### src/utf8dc_pkg.sv
`default_nettype none

package utf8dc_pkg;

    // Number of delimiter registers and the ceiling on how many are compared
    localparam int unsigned NUM_DELIM_REGS = 4;
    localparam int unsigned MAX_DELIMITERS = 4;

    // Register indexes on the configuration port
    localparam logic [2:0] REG_DELIM_COUNT = 3'd0;
    localparam logic [2:0] REG_DELIM_A     = 3'd1;
    localparam logic [2:0] REG_DELIM_B     = 3'd2;
    localparam logic [2:0] REG_DELIM_C     = 3'd3;
    localparam logic [2:0] REG_DELIM_D     = 3'd4;

    // Reset values of the registers
    localparam logic [2:0]  DELIM_COUNT_RST = 3'd3;
    localparam logic [15:0] DELIM_A_RST     = 16'h000A;
    localparam logic [15:0] DELIM_B_RST     = 16'h0020;
    localparam logic [15:0] DELIM_C_RST     = 16'h002C;
    localparam logic [15:0] DELIM_D_RST     = 16'h0000;

    // Character codes with special handling
    localparam logic [15:0] CHAR_NUL   = 16'h0000;
    localparam logic [15:0] CHAR_LF    = 16'h000A;
    localparam logic [15:0] CHAR_CR    = 16'h000D;
    localparam logic [15:0] CHAR_SPACE = 16'h0020;

    // Code points folded to a space
    localparam logic [30:0] SUPP_LOW  = 31'h0001_0000;
    localparam logic [30:0] SUPP_HIGH = 31'h0010_FFFF;

    typedef enum logic [1:0] {
        KIND_CHAR  = 2'd0,
        KIND_DELIM = 2'd1,
        KIND_END   = 2'd2,
        KIND_ERROR = 2'd3
    } kind_t;

    // Input beat
    typedef struct packed {
        logic       op;
        logic [7:0] data_byte;
        logic       replace_delimiters;
    } in_beat_t;

    // Result beat
    typedef struct packed {
        kind_t       kind;
        logic [15:0] char_value;
        logic [2:0]  char_length;
    } out_beat_t;

    typedef logic [NUM_DELIM_REGS-1:0][15:0] delim_set_t;

endpackage

`default_nettype wire

### src/utf8dc_classify.sv
`default_nettype none

// Matches a finished character against NUL and the active delimiters.
module utf8dc_classify (
    input  wire logic [15:0]              ch,
    input  wire logic [2:0]               delim_count,
    input  wire utf8dc_pkg::delim_set_t   delims,
    output logic                          is_delim
);

    logic [2:0] active;
    logic       hit;

    // Clamp the count to what can be compared
    always_comb begin
        active = delim_count;
        if (active > 3'(utf8dc_pkg::MAX_DELIMITERS)) begin
            active = 3'(utf8dc_pkg::MAX_DELIMITERS);
        end
        if (active > 3'(utf8dc_pkg::NUM_DELIM_REGS)) begin
            active = 3'(utf8dc_pkg::NUM_DELIM_REGS);
        end
    end

    // Parallel compare; CR also matches a newline delimiter
    always_comb begin
        hit = 1'b0;
        for (int i = 0; i < utf8dc_pkg::NUM_DELIM_REGS; i++) begin
            if (3'(i) < active) begin
                if (ch == delims[i] ||
                    (ch == utf8dc_pkg::CHAR_CR && delims[i] == utf8dc_pkg::CHAR_LF)) begin
                    hit = 1'b1;
                end
            end
        end
    end

    assign is_delim = (ch == utf8dc_pkg::CHAR_NUL) || hit;

endmodule

`default_nettype wire

### src/utf8_decode_delimiter_classify_top.sv
`default_nettype none

// UTF-8 decoder with delimiter classification. Takes one byte beat per cycle
// (op=1 marks end of stream) and returns at most one result beat per input:
// a character (cut to 16 bits, code points 0x10000..0x10FFFF become a space),
// a delimiter (when replace_delimiters is set and the character is NUL or a
// configured delimiter; CR matches a newline delimiter), an end-of-stream
// marker, or a format error. Lead bytes of 1 to 6 byte sequences are handled;
// stray continuation bytes and 0xFE/0xFF are dropped. Each beat is decoded in
// the cycle it is accepted and its result lands in the output register on the
// same edge; throughput is one beat per cycle while not stalled, and the
// input only stalls when the output register is full and m_ready is low.
// Registers (APB, word addresses): 0x00 delimiter count (reset 3),
// 0x04..0x10 delimiters A..D (reset LF, space, comma, NUL).
module utf8_decode_delimiter_classify_top (
    input  wire logic                   aclk,
    input  wire logic                   aresetn,
    // input stream
    input  wire logic                   s_valid,
    output logic                        s_ready,
    input  wire utf8dc_pkg::in_beat_t   s_payload,
    // result stream
    output logic                        m_valid,
    input  wire logic                   m_ready,
    output utf8dc_pkg::out_beat_t       m_payload,
    // configuration
    input  wire logic                   psel,
    input  wire logic                   penable,
    input  wire logic                   pwrite,
    input  wire logic [4:0]             paddr,
    input  wire logic [31:0]            pwdata,
    output logic [31:0]                 prdata,
    output logic                        pready
);

    // Configuration registers
    logic [2:0]             delim_count_reg;
    utf8dc_pkg::delim_set_t delims_reg;
    logic [2:0]             reg_index;
    logic                   cfg_write;

    // Decoder state
    logic [2:0]  rem_reg,  rem_next;
    logic [30:0] acc_reg,  acc_next;
    logic [2:0]  len_reg,  len_next;

    // Output register
    logic                  m_valid_reg;
    utf8dc_pkg::out_beat_t m_payload_reg;

    logic                  accept;
    logic                  emit;
    logic                  err;
    utf8dc_pkg::out_beat_t result;

    // Sequence completion path
    logic        fin;
    logic [30:0] fin_acc;
    logic [2:0]  fin_len;
    logic [15:0] fin_ch;
    logic        fin_delim;
    logic [30:0] acc_shift;
    logic [7:0]  c;

    assign pready    = 1'b1;
    assign reg_index = paddr[4:2];
    assign cfg_write = psel && penable && pwrite;

    // Register writes
    always_ff @(posedge aclk) begin
        if (!aresetn) begin
            delim_count_reg <= utf8dc_pkg::DELIM_COUNT_RST;
            delims_reg[0]   <= utf8dc_pkg::DELIM_A_RST;
            delims_reg[1]   <= utf8dc_pkg::DELIM_B_RST;
            delims_reg[2]   <= utf8dc_pkg::DELIM_C_RST;
            delims_reg[3]   <= utf8dc_pkg::DELIM_D_RST;
        end else if (cfg_write) begin
            case (reg_index)
                utf8dc_pkg::REG_DELIM_COUNT: delim_count_reg <= pwdata[2:0];
                utf8dc_pkg::REG_DELIM_A:     delims_reg[0]   <= pwdata[15:0];
                utf8dc_pkg::REG_DELIM_B:     delims_reg[1]   <= pwdata[15:0];
                utf8dc_pkg::REG_DELIM_C:     delims_reg[2]   <= pwdata[15:0];
                utf8dc_pkg::REG_DELIM_D:     delims_reg[3]   <= pwdata[15:0];
                default: ;
            endcase
        end
    end

    // Register reads
    always_comb begin
        case (reg_index)
            utf8dc_pkg::REG_DELIM_COUNT: prdata = {29'd0, delim_count_reg};
            utf8dc_pkg::REG_DELIM_A:     prdata = {16'd0, delims_reg[0]};
            utf8dc_pkg::REG_DELIM_B:     prdata = {16'd0, delims_reg[1]};
            utf8dc_pkg::REG_DELIM_C:     prdata = {16'd0, delims_reg[2]};
            utf8dc_pkg::REG_DELIM_D:     prdata = {16'd0, delims_reg[3]};
            default:                     prdata = 32'd0;
        endcase
    end

    assign s_ready = !m_valid_reg || m_ready;
    assign accept  = s_valid && s_ready;
    assign c       = s_payload.data_byte;

    assign acc_shift = {acc_reg[24:0], c[5:0]};

    // Byte decode
    always_comb begin
        rem_next = rem_reg;
        acc_next = acc_reg;
        len_next = len_reg;
        emit     = 1'b0;
        err      = 1'b0;
        fin      = 1'b0;
        fin_acc  = acc_reg;
        fin_len  = len_reg;

        if (s_payload.op) begin
            emit = 1'b1;
            if (rem_reg != 3'd0) begin
                err      = 1'b1;
                rem_next = 3'd0;
                acc_next = 31'd0;
                len_next = 3'd0;
            end
        end else if (rem_reg != 3'd0) begin
            if (c[7:6] != 2'b10) begin
                // broken sequence
                emit     = 1'b1;
                err      = 1'b1;
                rem_next = 3'd0;
                acc_next = 31'd0;
                len_next = 3'd0;
            end else begin
                acc_next = acc_shift;
                rem_next = rem_reg - 3'd1;
                if (rem_reg == 3'd1) begin
                    fin     = 1'b1;
                    fin_acc = acc_shift;
                end
            end
        end else begin
            // idle: look for a lead byte
            casez (c)
                8'b0???_????: begin
                    fin     = 1'b1;
                    fin_acc = {23'd0, c};
                    fin_len = 3'd1;
                end
                8'b110?_????: begin
                    acc_next = {26'd0, c[4:0]};
                    rem_next = 3'd1;
                    len_next = 3'd2;
                end
                8'b1110_????: begin
                    acc_next = {27'd0, c[3:0]};
                    rem_next = 3'd2;
                    len_next = 3'd3;
                end
                8'b1111_0???: begin
                    acc_next = {28'd0, c[2:0]};
                    rem_next = 3'd3;
                    len_next = 3'd4;
                end
                8'b1111_10??: begin
                    acc_next = {29'd0, c[1:0]};
                    rem_next = 3'd4;
                    len_next = 3'd5;
                end
                8'b1111_110?: begin
                    acc_next = {30'd0, c[0]};
                    rem_next = 3'd5;
                    len_next = 3'd6;
                end
                default: ;  // stray continuation, 0xFE, 0xFF
            endcase
        end

        if (fin) begin
            emit     = 1'b1;
            rem_next = 3'd0;
            acc_next = 31'd0;
            len_next = 3'd0;
        end
    end

    // Result beat assembly
    always_comb begin
        result = '{kind: utf8dc_pkg::KIND_END, char_value: 16'd0, char_length: 3'd0};
        if (err) begin
            result.kind = utf8dc_pkg::KIND_ERROR;
        end else if (fin) begin
            result.char_length = fin_len;
            if (s_payload.replace_delimiters && fin_delim) begin
                result.kind = utf8dc_pkg::KIND_DELIM;
            end else begin
                result.kind       = utf8dc_pkg::KIND_CHAR;
                result.char_value = fin_ch;
            end
        end
    end

    // Supplementary planes fold to a space
    assign fin_ch = (fin_acc >= utf8dc_pkg::SUPP_LOW && fin_acc <= utf8dc_pkg::SUPP_HIGH) ?
                    utf8dc_pkg::CHAR_SPACE : fin_acc[15:0];

    utf8dc_classify u_classify (
        .ch          (fin_ch),
        .delim_count (delim_count_reg),
        .delims      (delims_reg),
        .is_delim    (fin_delim)
    );

    // Decoder state
    always_ff @(posedge aclk) begin
        if (!aresetn) begin
            rem_reg <= 3'd0;
            acc_reg <= 31'd0;
            len_reg <= 3'd0;
        end else if (accept) begin
            rem_reg <= rem_next;
            acc_reg <= acc_next;
            len_reg <= len_next;
        end
    end

    // Output register
    always_ff @(posedge aclk) begin
        if (!aresetn) begin
            m_valid_reg <= 1'b0;
        end else if (accept && emit) begin
            m_valid_reg <= 1'b1;
        end else if (m_ready) begin
            m_valid_reg <= 1'b0;
        end
    end

    always_ff @(posedge aclk) begin
        if (accept && emit) begin
            m_payload_reg <= result;
        end
    end

    assign m_valid   = m_valid_reg;
    assign m_payload = m_payload_reg;

    // Only characters carry a value
    assert property (@(posedge aclk) disable iff (!aresetn)
        m_valid && m_payload.kind != utf8dc_pkg::KIND_CHAR |-> m_payload.char_value == 16'd0)
        else $error("non-character result with nonzero value");

    // End and error carry no length
    assert property (@(posedge aclk) disable iff (!aresetn)
        m_valid && (m_payload.kind == utf8dc_pkg::KIND_END ||
                    m_payload.kind == utf8dc_pkg::KIND_ERROR) |-> m_payload.char_length == 3'd0)
        else $error("end or error result with nonzero length");

    // Pending continuation count stays below the sequence length
    assert property (@(posedge aclk) disable iff (!aresetn)
        rem_reg != 3'd0 |-> rem_reg < len_reg && len_reg >= 3'd2)
        else $error("continuation count out of step with sequence length");

    // Every end marker produces a result beat
    assert property (@(posedge aclk) disable iff (!aresetn)
        accept && s_payload.op |=> m_valid)
        else $error("end marker without result");

    // Characters and delimiters always report a length
    assert property (@(posedge aclk) disable iff (!aresetn)
        m_valid && (m_payload.kind == utf8dc_pkg::KIND_CHAR ||
                    m_payload.kind == utf8dc_pkg::KIND_DELIM) |-> m_payload.char_length != 3'd0)
        else $error("character result without length");

endmodule

`default_nettype wire
### config.mk
export PLATFORM = sky130hd
export DESIGN_NAME = utf8_decode_delimiter_classify_top
export DESIGN_NICKNAME = d
export VERILOG_FILES = /design/src/utf8dc_pkg.sv /design/src/utf8dc_classify.sv /design/src/utf8_decode_delimiter_classify_top.sv
export SDC_FILE = /design/constraint.sdc
export NUM_CORES = 1
export LEC_CHECK = 0
export BUFFER_PORTS_ARGS = -buffer_cell sky130_fd_sc_hd__buf_2
export CELL_PAD_IN_SITES_DETAIL_PLACEMENT = 1
export CELL_PAD_IN_SITES_GLOBAL_PLACEMENT = 2
export CORE_UTILIZATION = 34
export CTS_CLUSTER_DIAMETER = 60
export CTS_CLUSTER_SIZE = 20
export DETAILED_ROUTE_END_ITERATION = 10
export HOLD_SLACK_MARGIN = 0.02
export PLACE_DENSITY_LB_ADDON = 0.1
export RECOVER_POWER = 50
export SYNTH_ARGS = -nofsm -noshare
export SYNTH_HDL_FRONTEND = slang
export SYNTH_SLANG_ARGS = --single-unit
### constraint.sdc
create_clock -name aclk -period 4.15 [get_ports aclk]
set_input_delay 0.2075 -clock aclk [delete_from_list [all_inputs] [get_ports aclk]]
set_output_delay 0.2075 -clock aclk [all_outputs]
set_load 0.01 [all_outputs]
Yosys cells after proc, flatten, opt, wreduce, memory -nomap -nowiden --
Cells that the tools add are included.
Word-level totals: bits of input ports 54, memories 0, memory bits (writable) 0, logic and storage cells 129, register bits 126, memory bits (read-only) 0, latch bits 0, output and inout bits 56
Cells by class: reductions and logical operators 31, bitwise gates (word level) 1, divide/modulo/power cells 0, order comparisons 8, mux-type cells 53, multipliers 0, shifts and indexed selects 0, add/subtract/negate cells 1, equal/unequal tests 22
Operator list (count):
- 31-bit 2-to-1 mux | 10
- 31-bit case mux with 5 select lines | 1
- 16-bit by 4-bit == test with 1-bit output, second input constant | 5
- 16-bit case mux with 5 select lines | 1
- 16-bit == test | 4
- 3-bit 2-to-1 mux | 14
- 16-bit 2-to-1 mux | 2
- 31-bit by 17-bit >= comparator with 1-bit output, second input constant | 1
- 31-bit by 21-bit less-or-equal comparator with 1-bit output, second input constant | 1
- 3-bit case mux with 5 select lines | 2
- 1-bit 2-to-1 mux | 22
- 20-bit 2-to-1 mux | 1
- 16-bit zero test | 1
- 1-bit logical AND | 10
- 2-bit AND reduction | 5
- 7-bit == test, second input constant | 1
- 7-bit nonzero test | 1
- 3-bit by 1-bit == test with 1-bit output, second input constant | 2
- 3-bit by 2-bit == test with 1-bit output, second input constant | 2
- 3-bit == test, second input constant | 2
- 6-bit == test, second input constant | 1
- 3-bit greater-than comparator, second input constant | 2
- 1-bit logical OR | 6
- 1-bit by 3-bit < comparator with 1-bit output, first input constant | 2
- 16 further kinds | 17

Logic depth before layout (Yosys ltp) --
Gate-level depths: netlist of run 1.
depth after elaboration 23, mapped depth 15, gate-level depth less buffers 13

Cells and area by module --
A second synthesis of run 1 with hierarchy kept.
Second synthesis, totals: cell total of the unflattened synthesis 880, area total of the unflattened synthesis 7325.8 um^2
Modules (own cells, without submodules):
- utf8_decode_delimiter_classify_top | sequential area each 2732.6 um^2, cells an instance 741, area each 6284.8 um^2, times used 1
- utf8dc_classify | sequential area each 0.0 um^2, cells an instance 139, area each 1041.0 um^2, times used 1

Worst setup path before layout of run 1 --
OpenSTA, ideal clock, no wires.
kind flip-flop to flip-flop, start point register rem_reg[0], end point register m_payload_reg (netlist bit m_payload[12]), data pin, arrival 3.440 ns, clock period less this slack 3.708 ns, path buffers 2, cell stages (with the launch flop) 15, required time 3.881 ns, setup time 0.269 ns, path slack 0.442 ns, cells stage by stage dfxtp_1 inv_1 ha_1 nand4bb_1 a21oi_2 buf_4 o21ai_0 a221o_1 or3_1 buf_6 nor4_2 o22ai_1 or4_4 a41oi_4 nor3b_1
On the way: longest elaborated chain between the ends 22, elaborated cells on any way between the ends 43, classes of those cells order compare (2); eq/ne (6); mux (20); bitwise (1); reduce/logical (14)
RTL lines:
- start, declared | RTL line utf8_decode_delimiter_classify_top.sv:43 | logic [2:0] rem_reg, rem_next;
- start signal, assigned | RTL line utf8_decode_delimiter_classify_top.sv:221 | rem_reg <= rem_next;
- 3-bit by 1-bit == test with 1-bit output | RTL line utf8_decode_delimiter_classify_top.sv:137 | if (rem_reg == 3'd1) begin
- 31-bit 2-to-1 mux | RTL line utf8_decode_delimiter_classify_top.sv:137
- 31-bit 2-to-1 mux | RTL line utf8_decode_delimiter_classify_top.sv:127 | if (c[7:6] != 2'b10) begin
- 31-bit 2-to-1 mux | RTL line utf8_decode_delimiter_classify_top.sv:126 | end else if (rem_reg != 3'd0) begin
- 31-bit 2-to-1 mux | RTL line utf8_decode_delimiter_classify_top.sv:118 | if (s_payload.op) begin
- 31-bit by 17-bit >= comparator with 1-bit output / 31-bit by 21-bit less-or-equal comparator with 1-bit output (equally long branches) | RTL line utf8_decode_delimiter_classify_top.sv:204 | assign fin_ch = (fin_acc >= utf8dc_pkg::SUPP_LOW && fin_acc <= utf8dc_pkg::SUPP_HIGH) ?
- 1-bit logical AND | RTL line utf8_decode_delimiter_classify_top.sv:204
- 16-bit 2-to-1 mux | RTL line utf8_decode_delimiter_classify_top.sv:204
- [6 not listed]
- 1-bit 2-to-1 mux | RTL line utf8dc_classify.sv:29 | if (3'(i) < active) begin
- 1-bit 2-to-1 mux | RTL line utf8dc_classify.sv:30 | if (ch == delims[i] ||
- 1-bit 2-to-1 mux | RTL line utf8dc_classify.sv:29
- 1-bit 2-to-1 mux | RTL line utf8dc_classify.sv:30
- 1-bit 2-to-1 mux | RTL line utf8dc_classify.sv:29
- 1-bit logical OR | RTL line utf8dc_classify.sv:38 | assign is_delim = (ch == utf8dc_pkg::CHAR_NUL) || hit;
- 1-bit logical AND | RTL line utf8_decode_delimiter_classify_top.sv:194 | if (s_payload.replace_delimiters && fin_delim) begin
- 3-bit OR reduction (no line)
- end signal, assigned | RTL line utf8_decode_delimiter_classify_top.sv:240 | m_payload_reg <= result;
- end, declared | RTL line utf8_decode_delimiter_classify_top.sv:49 | utf8dc_pkg::out_beat_t m_payload_reg;
Several ways; a longest one is shown, not always the timed one. A chain may end at the register's enable or synchronous reset.

Worst setup path after layout of run 1 --
start point register rem_reg[0], end point register m_payload_reg (netlist bit m_payload[7]), data pin
Same word-level chain as after synthesis.

==> results.ini, run 1 <==
[run_status]
status = complete, but fails checks
violations = max-capacitance violations, max-slew violations

[timing]
fin_crit_sh_pct = 96.19
maxSlewViolCount = 108
fin_ws_ps = 158.2
fin_skew_ps = 11.43
slew_headroom_pct = -48.36
period_needed_ps = 3992
setup_viol = 0
fmax_mhz = 250.5
hold_viol = 0
worstMarginPinSlew_ps = 2225

[yosys]
synth-edff-count = 21
synth_top_cell_area_share_pct = 26.32
ys_ff_latch = 126
synth_cell_types = 82
avgSynthCellArea_um2 = 7.830
ys_warn_count = 0
async_flop_share_pct = 0
synthCells = 1020
syn_area_mm2 = 0.007986
synth_top_cell_by_area = dfxtp_1
synth.area.top_cells = dfxtp_1, nand2_1, a21boi_0
ys_seq_area_share_pct = 34.22
ys_dominant_reg_cell = dfxtp_1

[pwr]
peakVddDrop_mv = 0.2168
p_total_uw = 3255
p_leak_uw = 0.003297
cellPowerDensity_mw_per_mm2 = 343.4

[clock_tree]
max-clock-path-buffers = 2
cts.sinks = 126
cts_buffers = 17
cts_tree = yes
cts_root_buf = clkbuf_16
clkLatencyLatePin_ps = 440
hold_buffers = 0
cts-htree-levels = 4
clkTransAtPathRegs_ps = 70

[detailed_routing]
vias = 8088
route.detailed.drc = 0
viasPerCell = 5.664
postRouteAntennaNets = 0
wl_met2_mm = 13.89
met1_length_mm = 16.99
wl_per_cell_um = 23.01
dr_wl_met3_mm = 1.625
top_layer = met4
drt_iter0_markers = 611
first_pass_iters = 5
wl_mm = 32.85

[setup_path]
worstPathArrival_ps = 4170
crit_fanout = 10
crit_slowest_cell = a221o_1
criticalPathCategory = reg -> reg
crit_path_max_incr_delay_ps = 410
crit_chain = inv_1, ha_1, nand4bb_1, a21oi_2, buf_4, o21ai_0, a221o_1, or3_1, buf_4, buf_4, a21oi_1, a2bb2oi_1, a32oi_2, a41oi_4, buf_12, nor3b_1
worstSetupEndpointType = flip-flop
path_delay_family = compound AO/OA/AOI/OAI gates
cp.required_ps = 4320
cpMostUsedCell = buf_4
cp-start-kind = flip-flop
critPathBufInv = 5

[global_route]
grt_max_degree = 58
antenna_found_initial = 0
grt_use_total_pct = 27.76
globalRouteOverflowTotal = 0
grt_pass1_wl_mm = 49.89
grt_pass1_vias = 7858

[finish]
mostFrequentLayoutCell = nand2_1
fin_cells = 1428
n_fill_cell = 2821
n_antenna_cell = 0
largest_register_ffs = 64
area_delta_synth_final_pct = 18.69
mostFrequentLayoutCells = nand2_1, dfxtp_1, a21boi_0
nNetsFinal = 1159
drive_above_1_share_pct = 15.07

[flow_run]
cap_violations = 2

[placed_design]
place_ws_ps = 32.32
dpl.hpwl_mm = 24.00
placed_cells = 1395
place.gp.congestion = 0.9124
io_buffer_count = 74

[worst_hold_path]
hold_path.class = in -> reg

[die]
core_mm2 = 0.02285
die_x_um = 155.3
rows = 55
ios = 110
die-area_mm2 = 0.02411
initial_core_util_pct = 34.96
fp.dieH_um = 155.3

## final timing paths
| check | end | slack [ps] | startpoint | cells after the start |
|---|---|---|---|---|
| max | m_payload[7] | 160 | rem_reg[0] | 16 |
| min | delims_reg[36] | 50 | pwdata[4] | 3 |
| max reg2reg | m_payload[7] | 160 | rem_reg[0] | 16 |
| min reg2reg | acc_reg[27] | 470 | acc_reg[27] | 2 |
## Yosys cell counts, types with 6 or more instances
master and instances:
nand3_1 62, buf_4 19, a21oi_1 16, xor2_1 17, and3_1 6, o21ai_0 53, dfxtp_1 105, nor4_1 15
nor3_1 27, mux2_2 12, a21boi_0 94, nor3b_1 7, or3_1 7, nand4_1 9, a22oi_1 21, edfxtp_1 21
buf_2 7, o211ai_1 7, inv_1 20, mux2i_1 17, nor2b_1 12, nand2b_1 12, nor2_1 41, o22ai_1 11
nand2_1 207, a211oi_1 8, xnor2_1 28, clkbuf_1 50, a31oi_1 11
## routing by layer
metal,global-route usage [%],vias up
met5,0,-
met4,6.116,0
met3,4.011,25
met2,40.60,225
met1,42.46,4025
li1,-,3813
## power by group
part           switching, uW  internal, uW
sequential              18.2          1270
combinational            273           147
clock                    653           896
## cells by family after synthesis
kind of cell,Yosys count,share of synthesized area [%]
flip-flops,126,34.22
buffers and inverters,103,5.938
AND/OR/NAND/NOR,431,25.43
adder cells (fa/ha/maj),3,0.4700
XOR/XNOR,45,4.935
AO/OA/AOI/OAI,281,25.10
multiplexers,29,3.823
other,2,0.09403
## area by class of cell
| type | instances | area [um^2] | area share (%) |
|---|---|---|---|
| Inverter | 21 | 78.83 | 0.8316 |
| Multi-Input combinational cell | 806 | 4902 | 51.72 |
| Clock inverter | 14 | 158.9 | 1.676 |
| Tap cell | 313 | 391.6 | 4.131 |
| Sequential cell | 126 | 2733 | 28.83 |
| Clock buffer | 18 | 429.2 | 4.527 |
| Timing Repair Buffer | 130 | 785.8 | 8.289 |
## per-stage QoR
stage | util, % | hold WS, ps | cell area (um^2) | TNS [ps]
floorplan | - | 331.5 | 8043 | 0
global placement | 38.88 | 455.6 | 8882 | 0
detailed placement | 38.88 | 462.6 | 8882 | 0
CTS | 41.45 | 46.24 | 9470 | 0
global route | 41.49 | 54.61 | 9479 | -194.8
finish | 41.49 | 53.76 | 9479 | 0
## worst min-delay path: stages
cell and delay [ps]:
buf_2 120, nand2_1 50, a21boi_0 60
## timing repair
item,in CTS,in global routing
buffers inserted,0,1
endpoints found under the hold margin,0,0
endpoints found under the setup margin,0,17
gates resized for setup,0,9
Note: power is estimated with default switching activity, not from simulation.
==> run 2: changes to the inputs <==
REMOVE_ABC_BUFFERS = 1   (was unset)
==> run 2 against run 1 <==
Net effect: the run still ends with max-capacitance violations, max-slew violations left; combinational power is 4% lower; final area down 0.33%; sequential cell count is the same; clock-buffer cell count is 2 higher; register-to-register slack better by 40 ps; non-clock buffer count shrank 9; largest cell class unchanged; largest power group unchanged; highest routed layer unchanged.
==> results.ini, run 2 (synthesis gave the netlist of run 1 again) <==
[run_status]
status = complete, but fails checks
violations = max-capacitance violations, max-slew violations

[global_route]
globalRouteOverflowTotal = 0  ; unchanged
grt_max_degree = 57  ; -1.7%
antenna_found_initial = 0  ; unchanged
grt_use_total_pct = 26.32  ; -1.4 points
grt_pass1_vias = 7946  ; +1.1%
grt_pass1_wl_mm = 48.24  ; -3.3%

[die]
ios = 110  ; unchanged
fp.dieH_um = 155.3  ; unchanged
core_mm2 = 0.02285  ; unchanged
die_x_um = 155.3  ; unchanged
initial_core_util_pct = 34.96  ; unchanged
rows = 55  ; unchanged
die-area_mm2 = 0.02411  ; unchanged

[timing]
fin_skew_ps = 17.22  ; +5.790 ps
fin_crit_sh_pct = 95.32  ; -0.87 points
rsz0062_at_grt = false
fmax_mhz = 252.8  ; +0.91%
period_needed_ps = 3956  ; -35.96 ps
finalSetupTns_ps = 0  ; unchanged
fin_ws_ps = 194.2  ; +35.96 ps
worstMarginPinSlew_ps = 1796  ; -429.1 ps
maxSlewViolCount = 32  ; -70%
slew_headroom_pct = -19.76  ; +29 points
hold_viol = 0  ; unchanged
setup_viol = 0  ; unchanged

[setup_path]
reg2reg_to = m_payload[13]
r2r_setup_slack_ps = 190  ; +40 ps
cp-start-kind = flip-flop
worstPathArrival_ps = 4180  ; about the same
criticalPathCategory = reg -> reg
crit_slowest_cell = a21boi_2
crit_path_max_incr_delay_ps = 510  ; +100 ps
critPathBufInv = 2  ; -3
worstSetupEndpointType = flip-flop
crit_chain = inv_1, ha_1, nor4bb_2, buf_4, o221ai_1, a21boi_2, xnor2_1, a311oi_1, o21ai_0, a32oi_1, a211o_1, nand4_2, a211oi_1
cp.required_ps = 4370  ; +50 ps
crit_fanout = 14  ; +4
rr_startpoint = rem_reg[1]
r2r_cells = 13  ; -3
path_delay_family = compound AO/OA/AOI/OAI gates

[placed_design]
place.gp.congestion = 0.9049  ; -0.82%
dpl.hpwl_mm = 22.26  ; -7.3%
postPlaceCellArea_mm2 = 0.008775  ; -1.2%
placed_cells = 1384  ; -0.79%
io_buffer_count = 74  ; unchanged
place_ws_ps = 39.10  ; +6.777 ps

[pwr]
p_clk_share_pct = 49.8  ; +2.2 points
power_frac_comb_pct = 12.0  ; -0.9 points
internal_power_uw = 2440  ; +5.6%
peakVddDrop_mv = 0.1753  ; -19%
p_total_uw = 3359  ; +3.2%
power.share.switching_pct = 27.36  ; -1.7 points
p_leak_uw = 0.003274  ; -0.69%
seq_power_share_pct = 38.3  ; -1.2 points
p_sw_uw = 919.2  ; -2.7%
cellPowerDensity_mw_per_mm2 = 355.5  ; +3.5%

[clock_tree]
cts-htree-levels = 4  ; unchanged
clkLatencyLatePin_ps = 440  ; about the same
max-clock-path-buffers = 2  ; unchanged
cts_tree = yes
cts_buffers = 17  ; unchanged
clkTransAtPathRegs_ps = 70  ; about the same
cts_root_buf = clkbuf_16
cts.sinks = 126  ; unchanged

[worst_hold_path]
hold-path-endpoint = delims_reg[35]
min-delay-start = pwdata[3]
whs_path_depth = 3  ; unchanged
hold_path.class = in -> reg

[finish]
area_delta_synth_final_pct = 18.30
mostFrequentLayoutCell = nand2_1
mostFrequentLayoutCells = nand2_1, dfxtp_1, a21boi_0
n_antenna_cell = 0  ; unchanged
fin_area_mm2 = 0.009448  ; -0.33%
drive_above_1_share_pct = 14.74  ; -0.33 points
fin_cells = 1419  ; -0.63%
largest_register_ffs = 64  ; unchanged
n_fill_cell = 2820  ; -0.035%
nNetsFinal = 1150  ; -0.78%

[detailed_routing]
viasPerCell = 5.514  ; -2.6%
postRouteAntennaNets = 0  ; unchanged
first_pass_iters = 5  ; unchanged
route.detailed.drc = 0  ; unchanged
wl_mm = 30.68  ; -6.6%
wl_per_cell_um = 21.62  ; -6.0%
drt_iter0_markers = 519  ; -15%
vias = 7825  ; -3.3%

[flow_run]
cap_violations = 1  ; -1

## run 2: final cells by class
type,count,area [um^2],share of cell area [%]
sequential,126,2733,28.92
tap,313,391.6,4.145
inverter,21,78.83,0.8343
clock buffer,20,446.7,4.728
multi-input combinational,806,4895,51.81
timing repair buffer,121,718.2,7.602
clock inverter,12,185.2,1.960
## run 2: worst reg2reg max path, cell delays in order, from the launching register on
cell and delay [ps]:
dfxtp_1 310, inv_1 80, ha_1 220, nor4bb_2 190
buf_4 200, o221ai_1 500, a21boi_2 510, xnor2_1 160
a311oi_1 280, o21ai_0 110, a32oi_1 270, a211o_1 240
nand4_2 250, a211oi_1 430
## run 2: power by group through the flow
stage	combinational [uW]	sequential, uW	clock (uW)
2_1_floorplan	199	1310	0
3_3_place_gp	388	1310	0
3_5_place_dp	390	1310	0
4_1_cts	393	1290	1690
5_1_grt	436	1290	1750
6_report	402	1290	1670
## run 2: worst max path at each step
stage	to	startpoint	depth (start not counted)	slack (ps)
detailed placement	m_payload[13]	rem_reg[0]	12	40
floorplan	m_payload[9]	rem_reg[0]	12	-660
finish	m_payload[13]	rem_reg[1]	13	190
global route	m_payload[7]	rem_reg[0]	17	10
CTS	m_payload[13]	rem_reg[0]	15	30
global placement	m_payload[7]	rem_reg[0]	12	60
## run 2: what timing repair did
action	4_1_cts	5_1_grt
cloned	0	0
endpoints found under the setup margin	4	17
buffers inserted	0	3
pin swaps	0	2
resized for setup	1	9
hold buffers	0	0
## run 2: per-stage QoR
stage / hold WS (ps) / utilization [%]
4_1_cts: 27.98 / 41.19
3_3_place_gp: 456.5 / 38.41
5_1_grt: 45.36 / 41.35
3_5_place_dp: 463.2 / 38.41
6_report: 44.67 / 41.35
2_1_floorplan: 269.4 / -
## run 2: per-layer routing
metal	share of wire, %	global-route usage, %
met1	47	34.50
met2	49	45.62
met3	2.6	3.148
met4	1.5	6.956
met5	0	0
